[src/hw/rtl/plsp_pkg.sv]
// Package: sizes, register indexes and shared types of the per-slot load predictor.
package plsp_pkg;

  localparam int unsigned SlotCountMax = 64;
  localparam int unsigned SampleBits   = 16;
  localparam int unsigned SlotIdxBits  = $clog2(SlotCountMax);
  localparam int unsigned SlotCntBits  = 7;
  localparam int unsigned FactorBits   = 17;
  localparam int unsigned CfgIdxBits   = 2;
  localparam int unsigned CfgDataBits  = 17;

  localparam logic [FactorBits-1:0] FactorOne  = FactorBits'(65536);
  localparam logic [FactorBits-1:0] FactorHalf = FactorBits'(32768);

  localparam logic [SlotCntBits-1:0] SlotsResetVal = SlotCntBits'(64);
  localparam logic [SlotCntBits-1:0] SlotsMaxVal   = SlotCntBits'(SlotCountMax);

  // register indexes of the configuration port
  typedef enum logic [CfgIdxBits-1:0] {
    CFG_SLOTS_IN_USE     = 2'd0,
    CFG_SMOOTHING_FACTOR = 2'd1
  } cfg_idx_e;

  // operation of one input word
  typedef enum logic {
    FUNC_LOAD  = 1'b0,
    FUNC_BLEND = 1'b1
  } func_e;

  // item held in the blend stage while the slot memory is read
  typedef struct packed {
    func_e                  func;
    logic [SampleBits-1:0]  sample;
    logic [SlotIdxBits-1:0] idx;
    logic                   last;
  } stage_t;

endpackage

[src/hw/rtl/plsp_slot_ram.sv]
// Slot store: single-port-write, registered-read memory of smoothed loads.
module plsp_slot_ram (
  input  logic                            clk_i,
  input  logic                            re_i,
  input  logic [plsp_pkg::SlotIdxBits-1:0] raddr_i,
  output logic [plsp_pkg::SampleBits-1:0]  rdata_o,
  input  logic                            we_i,
  input  logic [plsp_pkg::SlotIdxBits-1:0] waddr_i,
  input  logic [plsp_pkg::SampleBits-1:0]  wdata_i
);
  import plsp_pkg::*;

  logic [SampleBits-1:0] mem_q [SlotCountMax];
  logic [SampleBits-1:0] rdata_q;

  // write port
  always_ff @(posedge clk_i) begin
    if (we_i) begin
      mem_q[waddr_i] <= wdata_i;
    end
  end

  // read port, read-before-write on a clash
  always_ff @(posedge clk_i) begin
    if (re_i) begin
      rdata_q <= mem_q[raddr_i];
    end
  end

  assign rdata_o = rdata_q;

endmodule

[src/hw/rtl/plsp_blend.sv]
// Blend unit: old + round((sample - old) * f / 2^16), or plain load.
module plsp_blend (
  input  plsp_pkg::func_e                 func_i,
  input  logic [plsp_pkg::SampleBits-1:0] old_i,
  input  logic [plsp_pkg::SampleBits-1:0] sample_i,
  input  logic [plsp_pkg::FactorBits-1:0] factor_i,
  output logic [plsp_pkg::SampleBits-1:0] result_o
);
  import plsp_pkg::*;

  localparam int unsigned DiffBits = SampleBits + 1;
  localparam int unsigned ProdBits = DiffBits + FactorBits + 1;

  logic signed [DiffBits-1:0] diff;
  logic signed [ProdBits-1:0] prod;
  logic signed [ProdBits-1:0] rounded;
  logic signed [ProdBits-1:0] step;
  logic        [ProdBits-1:0] sum;

  // old*(1-f) + s*f == old*2^16 + (s-old)*f, so one signed product suffices
  always_comb begin
    diff    = $signed({1'b0, sample_i}) - $signed({1'b0, old_i});
    prod    = ProdBits'(diff) * $signed({1'b0, factor_i});
    rounded = prod + $signed(ProdBits'({1'b0, FactorHalf}));
    step    = rounded >>> 16;
    sum     = ProdBits'(old_i) + $unsigned(step);
    if (func_i == FUNC_LOAD) begin
      result_o = sample_i;
    end else begin
      result_o = sum[SampleBits-1:0];
    end
  end

endmodule

[src/hw/rtl/per_slot_ewma_load_predictor.sv]
// Top level: per-slot smoothed load predictor with slot counter and pipeline.
//
//   port group | direction | handshake              | contents
//   -----------+-----------+------------------------+-----------------------------
//   in         | in        | in_valid_i / in_stall_o | func_i, sample_i
//   out        | out       | out_valid_o/out_stall_i | prediction, slot_index, end
//   cfg        | in        | cfg_valid_i/cfg_ready_o | cfg_index_i, cfg_data_i
//
// One word per cycle while in_stall_o is low; a taken input word goes into the blend
// stage register, and its result is then loaded into the output register.
// Stage 0 reads the slot memory, stage 1 blends and writes back; a result
// for the same slot written back as the slot is read is forwarded past the memory.
// Reset clears the slot counter and loads the registers; the store is not cleared.
// A stall on the output holds the blend stage and then stalls the input.
module per_slot_ewma_load_predictor (
  input  logic                               clk_i,
  input  logic                               rst_ni,
  input  logic                               in_valid_i,
  output logic                               in_stall_o,
  input  logic                               func_i,
  input  logic [plsp_pkg::SampleBits-1:0]    sample_i,
  output logic                               out_valid_o,
  input  logic                               out_stall_i,
  output logic [plsp_pkg::SampleBits-1:0]    prediction_o,
  output logic [plsp_pkg::SlotIdxBits-1:0]   slot_index_o,
  output logic                               cycle_end_o,
  input  logic                               cfg_valid_i,
  output logic                               cfg_ready_o,
  input  logic [plsp_pkg::CfgIdxBits-1:0]    cfg_index_i,
  input  logic [plsp_pkg::CfgDataBits-1:0]   cfg_data_i
);
  import plsp_pkg::*;

  logic [SlotCntBits-1:0] slots_q;
  logic [FactorBits-1:0]  factor_q;
  logic [SlotIdxBits-1:0] cnt_q, cnt_d;
  logic                   s1_valid_q;
  stage_t                 s1_q, s0;
  logic                   fwd_hit_q;
  logic [SampleBits-1:0]  fwd_data_q;
  logic                   out_valid_q;
  logic [SampleBits-1:0]  out_pred_q;
  logic [SlotIdxBits-1:0] out_idx_q;
  logic                   out_end_q;

  logic [SlotCntBits-1:0] slots_eff;
  logic [FactorBits-1:0]  factor_eff;
  logic                   in_acc;
  logic                   s1_adv;
  logic                   fwd_hit;
  logic [SampleBits-1:0]  rdata;
  logic [SampleBits-1:0]  old_val;
  logic [SampleBits-1:0]  wdata;

  // configuration registers, always ready
  assign cfg_ready_o = 1'b1;

  always_ff @(posedge clk_i or negedge rst_ni) begin
    if (!rst_ni) begin
      slots_q  <= SlotsResetVal;
      factor_q <= FactorHalf;
    end else if (cfg_valid_i) begin
      case (cfg_index_i)
        CFG_SLOTS_IN_USE:     slots_q  <= cfg_data_i[SlotCntBits-1:0];
        CFG_SMOOTHING_FACTOR: factor_q <= cfg_data_i[FactorBits-1:0];
        default: ;
      endcase
    end
  end

  // clamp slot count to 1..max and the weight to 1.0
  always_comb begin
    slots_eff = slots_q;
    if (slots_q == '0) begin
      slots_eff = SlotCntBits'(1);
    end else if (slots_q > SlotsMaxVal) begin
      slots_eff = SlotsMaxVal;
    end
    factor_eff = (factor_q > FactorOne) ? FactorOne : factor_q;
  end

  // pipeline flow
  assign s1_adv     = s1_valid_q && (!out_valid_q || !out_stall_i);
  assign in_stall_o = s1_valid_q && !s1_adv;
  assign in_acc     = in_valid_i && !in_stall_o;

  // stage 0: slot selection and end-of-cycle mark
  always_comb begin
    s0.func   = func_e'(func_i);
    s0.sample = sample_i;
    s0.idx    = cnt_q;
    s0.last   = ({1'b0, cnt_q} + SlotCntBits'(1)) >= slots_eff;
    cnt_d     = s0.last ? '0 : cnt_q + SlotIdxBits'(1);
  end

  // forward when the word ahead writes the slot being read
  assign fwd_hit = s1_adv && (s1_q.idx == cnt_q);

  always_ff @(posedge clk_i or negedge rst_ni) begin
    if (!rst_ni) begin
      cnt_q      <= '0;
      s1_valid_q <= 1'b0;
      fwd_hit_q  <= 1'b0;
    end else begin
      if (in_acc) begin
        cnt_q <= cnt_d;
      end
      if (in_acc) begin
        s1_valid_q <= 1'b1;
        fwd_hit_q  <= fwd_hit;
      end else if (s1_adv) begin
        s1_valid_q <= 1'b0;
        fwd_hit_q  <= 1'b0;
      end
    end
  end

  always_ff @(posedge clk_i) begin
    if (in_acc) begin
      s1_q       <= s0;
      fwd_data_q <= wdata;
    end
  end

  plsp_slot_ram u_ram (
    .clk_i   (clk_i),
    .re_i    (in_acc),
    .raddr_i (cnt_q),
    .rdata_o (rdata),
    .we_i    (s1_adv),
    .waddr_i (s1_q.idx),
    .wdata_i (wdata)
  );

  // stage 1: blend and write back
  assign old_val = fwd_hit_q ? fwd_data_q : rdata;

  plsp_blend u_blend (
    .func_i   (s1_q.func),
    .old_i    (old_val),
    .sample_i (s1_q.sample),
    .factor_i (factor_eff),
    .result_o (wdata)
  );

  // output register
  always_ff @(posedge clk_i or negedge rst_ni) begin
    if (!rst_ni) begin
      out_valid_q <= 1'b0;
    end else if (s1_adv) begin
      out_valid_q <= 1'b1;
    end else if (!out_stall_i) begin
      out_valid_q <= 1'b0;
    end
  end

  always_ff @(posedge clk_i) begin
    if (s1_adv) begin
      out_pred_q <= wdata;
      out_idx_q  <= s1_q.idx;
      out_end_q  <= s1_q.last;
    end
  end

  assign out_valid_o  = out_valid_q;
  assign prediction_o = out_pred_q;
  assign slot_index_o = out_idx_q;
  assign cycle_end_o  = out_end_q;

  // checks
  a_stall_needs_busy: assert property (@(posedge clk_i) disable iff (!rst_ni)
    in_stall_o |-> (s1_valid_q && out_valid_q && out_stall_i))
    else $error("input stalled with a free blend stage");

  a_wrap_to_zero: assert property (@(posedge clk_i) disable iff (!rst_ni)
    (in_acc && s0.last) |=> (cnt_q == '0))
    else $error("slot counter did not wrap after the last slot");

  a_load_stores_sample: assert property (@(posedge clk_i) disable iff (!rst_ni)
    (s1_valid_q && s1_q.func == FUNC_LOAD) |-> (wdata == s1_q.sample))
    else $error("load word does not store its sample");

  a_fwd_only_with_word: assert property (@(posedge clk_i) disable iff (!rst_ni)
    fwd_hit_q |-> s1_valid_q)
    else $error("forwarding without a word in the blend stage");

endmodule

[config.mk]
export PLATFORM = sky130hd
export DESIGN_NAME = per_slot_ewma_load_predictor
export DESIGN_NICKNAME = d
export VERILOG_FILES = /design/src/hw/rtl/plsp_pkg.sv /design/src/hw/rtl/plsp_slot_ram.sv /design/src/hw/rtl/plsp_blend.sv /design/src/hw/rtl/per_slot_ewma_load_predictor.sv
export SDC_FILE = /design/constraint.sdc
export NUM_CORES = 2
export LEC_CHECK = 0
export BUFFER_PORTS_ARGS = -buffer_cell sky130_fd_sc_hd__buf_4
export CAP_MARGIN = 20
export CORE_UTILIZATION = 44
export DETAILED_ROUTE_END_ITERATION = 8
export PLACE_DENSITY = 0.67
export SKIP_LAST_GASP = 1
export SYNTH_ARGS = -nofsm -noshare
export SYNTH_HDL_FRONTEND = slang
export SYNTH_SLANG_ARGS = --single-unit
[constraint.sdc]
create_clock -name clk_i -period 19 [get_ports clk_i]
set_input_delay 2.85 -clock clk_i [delete_from_list [all_inputs] [get_ports clk_i]]
set_output_delay 2.85 -clock clk_i [all_outputs]
set_load 0.05 [all_outputs]
* Yosys cells after proc, flatten, opt, wreduce, memory -nomap -nowiden
Memory sizes are Yosys's and may differ from the RTL's. A register that Yosys moved wholly into a read port is not among the register bits. Index checks and enable logic that the tools add are counted. Widths: inputs -> output; s select.
Storage, ports and cells: memories 1, RAM bits 1024, bits of input ports 41, bits in latches 0, register bits after elaboration 96, logic and storage cells 54, ROM bits 0
Operators by class: equality and inequality tests 3, multiply operators 1, multiplexer cells 13, bitwise operators 0, magnitude comparators 3, reductions and logical operators 14, div/mod/pow operators 0, shift-type cells 0, add/sub/neg operators 5
Memories:
- u_ram.mem_q | words 64, width 16, rd ports 1, clocked after memory_dff 1, write ports 1, line plsp_slot_ram.sv:13 | logic [SampleBits-1:0] mem_q [SlotCountMax];
Operators with widths (number):
- $add 32x17->32 const B | 1
- $mul 17x18->32 | 1
- $mux 16 | 2
- $gt 17x17->1 const B | 1
- $mux 17 | 1
- $sub 16x16->17 | 1
- $add 16x16->16 | 1
- $mux 7 | 2
- $add 6x1->7 const B | 1
- $ge 7x7->1 | 1
- $gt 7x7->1 const B | 1
- $logic_not 7->1 | 1
- $mux 1 | 7
- $add 6x1->6 const B | 1
- $eq 6x6->1 | 1
- $mux 6 | 1
- $logic_and 1x1->1 | 4
- $logic_not 1->1 | 4
- $reduce_and 2->1 | 2
- $eq 2x1->1 const B | 1
- $logic_not 2->1 | 1
- $ne 2x1->1 const B | 1
- $reduce_bool 2->1 | 1
- $logic_or 1x1->1 | 1

* Depth between registers and ports, before layout
word-level depth 8, gate-level depth with buffers 47, depth with buffers taken out 45

* Cells and area by module
A second synthesis with hierarchy kept.
Unflattened totals: cell total of the unflattened synthesis 3311, area, all modules 54826.3 um^2
By module, submodules not included:
- plsp_slot_ram | cells an instance 1829, area an instance 40202.3 um^2, instances 1, sequential area each 31230.0 um^2
- plsp_blend | cells an instance 1248, area an instance 10706.5 um^2, instances 1, sequential area each 0.0 um^2
- per_slot_ewma_load_predictor | cells an instance 234, area an instance 3917.5 um^2, instances 1, sequential area each 2720.1 um^2

* Least setup slack after synthesis
Ideal clock, no wire load.
kind register to register, start reg fwd_hit_q, end reg fwd_data_q[14], data pin, path buffers 3, stages on the path, launching flop included 44, clock period less this slack 11.315 ns, slack 7.685 ns, library setup time 0.384 ns, data arrival time 10.931 ns, required time 18.616 ns, cells stage by stage dfrtp_1 clkbuf_1 clkbuf_1 mux2i_1 ha_1 and3_1 and3_1 a211oi_1 nor2b_1 nor2b_1 o21ai_0 nand2b_1 xor2_1 clkbuf_1 nand2_1 fa_1 inv_1 ha_1 (+8 left out) ha_1 a211o_1 a211o_1 nor3_1 nor3_1 xor2_1 ha_1 fa_1 a21o_1 a21oi_1 o21bai_1 a21oi_1 o21ai_0 a21oi_1 o22ai_1 o41ai_1 mux2_2 nand3_1
Between the ends: longest elaborated chain between the ends 6
RTL lines:
- start, declared | line per_slot_ewma_load_predictor.sv:39 | logic fwd_hit_q;
- start signal, assigned | line per_slot_ewma_load_predictor.sv:110 | fwd_hit_q <= fwd_hit;
- $mux 16 * | line per_slot_ewma_load_predictor.sv:136 | assign old_val = fwd_hit_q ? fwd_data_q : rdata;
- $sub 16x16->17 | line plsp_blend.sv:22 | diff = $signed({1'b0, sample_i}) - $signed({1'b0, old_i});
- $mul 17x18->32 | line plsp_blend.sv:23 | prod = ProdBits'(diff) * $signed({1'b0, factor_i});
- $add 32x17->32 | line plsp_blend.sv:24 | rounded = prod + $signed(ProdBits'({1'b0, FactorHalf}));
- $add 16x16->16 * | line plsp_blend.sv:26 | sum = ProdBits'(old_i) + $unsigned(step);
- $mux 16 * | line plsp_blend.sv:27 | if (func_i == FUNC_LOAD) begin
- net u_blend.result_o, one bit | line plsp_blend.sv:7 | output logic [plsp_pkg::SampleBits-1:0] result_o
- end signal, assigned | line per_slot_ewma_load_predictor.sv:121 | fwd_data_q <= wdata;
- end, declared | line per_slot_ewma_load_predictor.sv:40 | logic [SampleBits-1:0] fwd_data_q;
The timed path passes the listed nets; every way through them passes the cells marked *. A chain may end at the register's enable or synchronous reset.

* Final worst setup path
start reg fwd_hit_q, end mem u_ram.mem_q[19][15], data pin
Between the ends: longest elaborated chain between the ends 6
RTL lines (line):
- $mux 16 * | per_slot_ewma_load_predictor.sv:136
- $sub 16x16->17 | plsp_blend.sv:22
- $mul 17x18->32 | plsp_blend.sv:23
- $add 32x17->32 | plsp_blend.sv:24
- $add 16x16->16 * | plsp_blend.sv:26
- $mux 16 * | plsp_blend.sv:27
- net u_blend.result_o, one bit | plsp_blend.sv:7
- end, declared | plsp_slot_ram.sv:13
Marked as above.

==> insert_results.sql <==
INSERT INTO impl_metrics (metric_group, metric, value, unit) VALUES
('outcome', 'status', 'complete, no violations', ''),
('clock_tree', 'clk_pin_slew', '60', 'ps'),
('routing', 'vias', '30410', ''),
('grt', 'globalRoute.totalOverflow', '0', ''),
('floorplanning', 'row_count', '128', ''),
('critical_path', 'critical_path_peak_fanout', '40', ''),
('critical_path', 'rr_startpoint', 'fwd_hit_q', ''),
('logic_synthesis', 'synth_sequential_area_ratio', '62.46', '%'),
('logic_synthesis', 'ys_top_cells_by_area', 'edfxtp_1, fa_1, mux4_2, mux2i_1, ha_1', ''),
('grt', 'global_route.usage.total', '21.53', '%'),
('clock_tree', 'cell_at_the_root_of_the_clock_tree', 'clkbuf_16', ''),
('clock_tree', 'hold_bufs_inserted_after_cts', '0', ''),
('clock_tree', 'clkLatencyLatePin', '710', 'ps'),
('floorplanning', 'die_area', '125000', 'um2'),
('clock_tree', 'cts_max_level', '3', ''),
('grt', 'grt_antenna_before_repair', '4', ''),
('cells_and_area', 'layout.core_utilization', '49.70', '%'),
('routing', 'wl_per_cell', '24.99', 'um'),
('sta', 'relSlewSlack', '22.19', '%'),
('sta', 'final_hold_violation_count', '0', ''),
('logic_synthesis', 'combinational_family_with_the_most_area_after_synthesis', 'multiplexers', ''),
('grt', 'via_count_of_the_first_global_routing_pass', '30660', ''),
('floorplanning', 'floorplan.die.height', '353.5', 'um'),
('logic_synthesis', 'postSynthRegisterBits', '1136', ''),
('logic_synthesis', 'post_synth_fa_ha_maj_area_fraction', '11.68', '%'),
('logic_synthesis', 'synthesis.yosys.warnings', '0', ''),
('cells_and_area', 'ff_latch_area', '33960', 'um2'),
('cells_and_area', 'area_growth_syn_to_layout', '11.72', '%'),
('critical_path', 'cp_slowest_cell', 'a2111oi_0', ''),
('logic_synthesis', 'avgSynthCellArea', '15.42', 'um2'),
('sta', 'period_share', '63.82', '%'),
('sta', 'finalHoldWorstSlack', '433.4', 'ps'),
('critical_path', 'crit_arrival', '12630', 'ps'),
('cells_and_area', 'fill_cells', '10130', ''),
('logic_synthesis', 'yosys-top-cells-count', 'edfxtp_1, inv_1, nand2_1', ''),
('logic_synthesis', 'postSynthNetCount', '3939', ''),
('critical_path', 'setup.worst_path.end_class', 'flop', ''),
('critical_path', 'crit_family', 'compound AO/OA/AOI/OAI gates', ''),
('grt', 'grtUsageMet2', '35.26', '%'),
('logic_synthesis', 'synthesized_area_fraction_occupied_by_xor_and_xnor_cells', '0.9829', '%'),
('place', 'routabilityCongestion', '0.8877', ''),
('floorplanning', 'die_x', '353.5', 'um'),
('place', 'portBuffers', '65', ''),
('clock_tree', 'max-clock-path-buffers', '3', ''),
('place', 'placed_cells_incl_taps', '5182', ''),
('worst_hold_path', 'holdCritStartpoint', 's1_q[0]', ''),
('cells_and_area', 'drive_gt1_share', '16.22', '%'),
('routing', 'vias_per_cell', '5.644', ''),
('logic_synthesis', 'share_of_the_synthesized_area_in_the_top_cell_type', '60.93', '%'),
('grt', 'gr-usage-met1', '29.36', '%'),
('grt', 'grt_pass1_wl', '199800', 'um'),
('logic_synthesis', 'synth-async-reset-ratio', '2.905', '%'),
('grt', 'gr-usage-met3', '3.758', '%'),
('sta', 'setup_viol', '0', ''),
('sta', 'grt_setup_unrepaired', 'no', ''),
('sta', 'fin_skew', '80.27', 'ps'),
('clock_tree', 'post_cts_resized', '0', ''),
('logic_synthesis', 'ys.flop_type', 'edfxtp_1', ''),
('sta', 'fin_crit', '12130', 'ps'),
('routing', 'ant_nets', '0', ''),
('clock_tree', 'clock_sink_count', '1136', ''),
('logic_synthesis', 'synth.mux.area_fraction', '11.91', '%'),
('cells_and_area', 'instances_no_fill', '5388', ''),
('logic_synthesis', 'top_cell_type_by_total_area_after_synthesis', 'edfxtp_1', ''),
('routing', 'detailedRoute.firstPassIterationCount', '5', ''),
('grt', 'largest_net_degree_at_the_start_of_global_routing', '122', ''),
('critical_path', 'setup.worst_path.class', 'reg -> reg', ''),
('logic_synthesis', 'synth.lib_cells_used.distinct', '64', ''),
('routing', 'drc', '0', ''),
('floorplanning', 'num_io_pins', '67', ''),
('clock_tree', 'cts-buffers-inserted', '108', '');
layer usage:
metal / up-vias / wire length, um
met1: 15750 / 55680
met2: 1116 / 65220
met4: 0 / 3804
li1: 13330 / -
met5: - / 0
met3: 210 / 9928
through the flow:
| stage | setup WS, ps | area (um2) |
|---|---|---|
| 6_report | 6874 | 60730 |
| 5_1_grt | 6139 | 60730 |
| 3_3_place_gp | 6927 | 57260 |
| 4_1_cts | 6698 | 60650 |
| 2_1_floorplan | 7685 | 54360 |
| 3_5_place_dp | 6731 | 57290 |
kinds of logic after synthesis:
group	after synthesis
and+or+nand+nor	613
other	1
AOI/OAI and AO/OA	436
muxes	454
buffers and inverters	453
adders and majority gates	372
DFF	1136
xor gates and xnor gates	61
registers in the layout (all words and copies together), names as in the netlist:
name,flops
u_ram.mem_q,1024
s1_q,24
factor_q,17
fwd_data_q,16
prediction_o,16
u_ram.rdata_o,16
slots_q,7
cnt_q,6
slot_index_o,6
cycle_end_o,1
fwd_hit_q,1
out_valid_o,1
s1_valid_q,1
cell type report:
cell class	count	area share [%]
Antenna cell	2	0.008241
Tap cell	1625	3.348
Multi-Input combinational cell	1937	30.86
Sequential cell	1136	55.92
Clock inverter	66	0.9333
Timing Repair Buffer	191	2.478
Clock buffer	131	4.592
Inverter	300	1.854
cell usage in the layout (no fill, tap or decap), drive strengths merged, types with 3 or more instances in the layout:
cell type / netlist / final
edfxtp: 1103 / 1103
inv: 299 / 301
nand2: 270 / 270
fa: 226 / 226
mux2i: 207 / 207
nor2: 206 / 206
buf: 42 / 191
a21oi: 162 / 162
ha: 146 / 146
mux4: 144 / 144
clkbuf: 111 / 131
mux2: 103 / 103
o21ai: 93 / 93
o221ai: 65 / 65
o22ai: 65 / 65
clkinv: 1 / 57
xnor2: 43 / 43
dfrtp: 31 / 31
and2: 28 / 28
nand2b: 24 / 24
a21o: 19 / 19
nor2b: 18 / 18
xor2: 18 / 18
nand3: 16 / 16
nor3: 9 / 9
or2: 7 / 7
and3: 7 / 7
bufinv: 0 / 6
nand3b: 5 / 5
or4: 5 / 5
nor4: 5 / 5
o21a: 4 / 4
nand4: 4 / 4
or3: 3 / 3
o31ai: 3 / 3
a211oi: 3 / 3
a31oi: 3 / 3
o21bai: 3 / 3
path summary, 6_finish.rpt:
| check | slack, ps | cells past startpoint | to |
|---|---|---|---|
| min in group asynchronous | 2160 | 1 | factor_q[13] |
| max reg2reg | 6870 | 42 | u_ram.mem_q[19][15] |
| max in group asynchronous | 16480 | 1 | cnt_q[3] |
| min | 430 | 0 | cycle_end_o |
| max | 6870 | 42 | u_ram.mem_q[19][15] |
| min reg2reg | 430 | 0 | cycle_end_o |
Power is left out: the tool's default activity adds up to more than one toggle a clock period on the data nets, which glitch-free logic cannot reach.
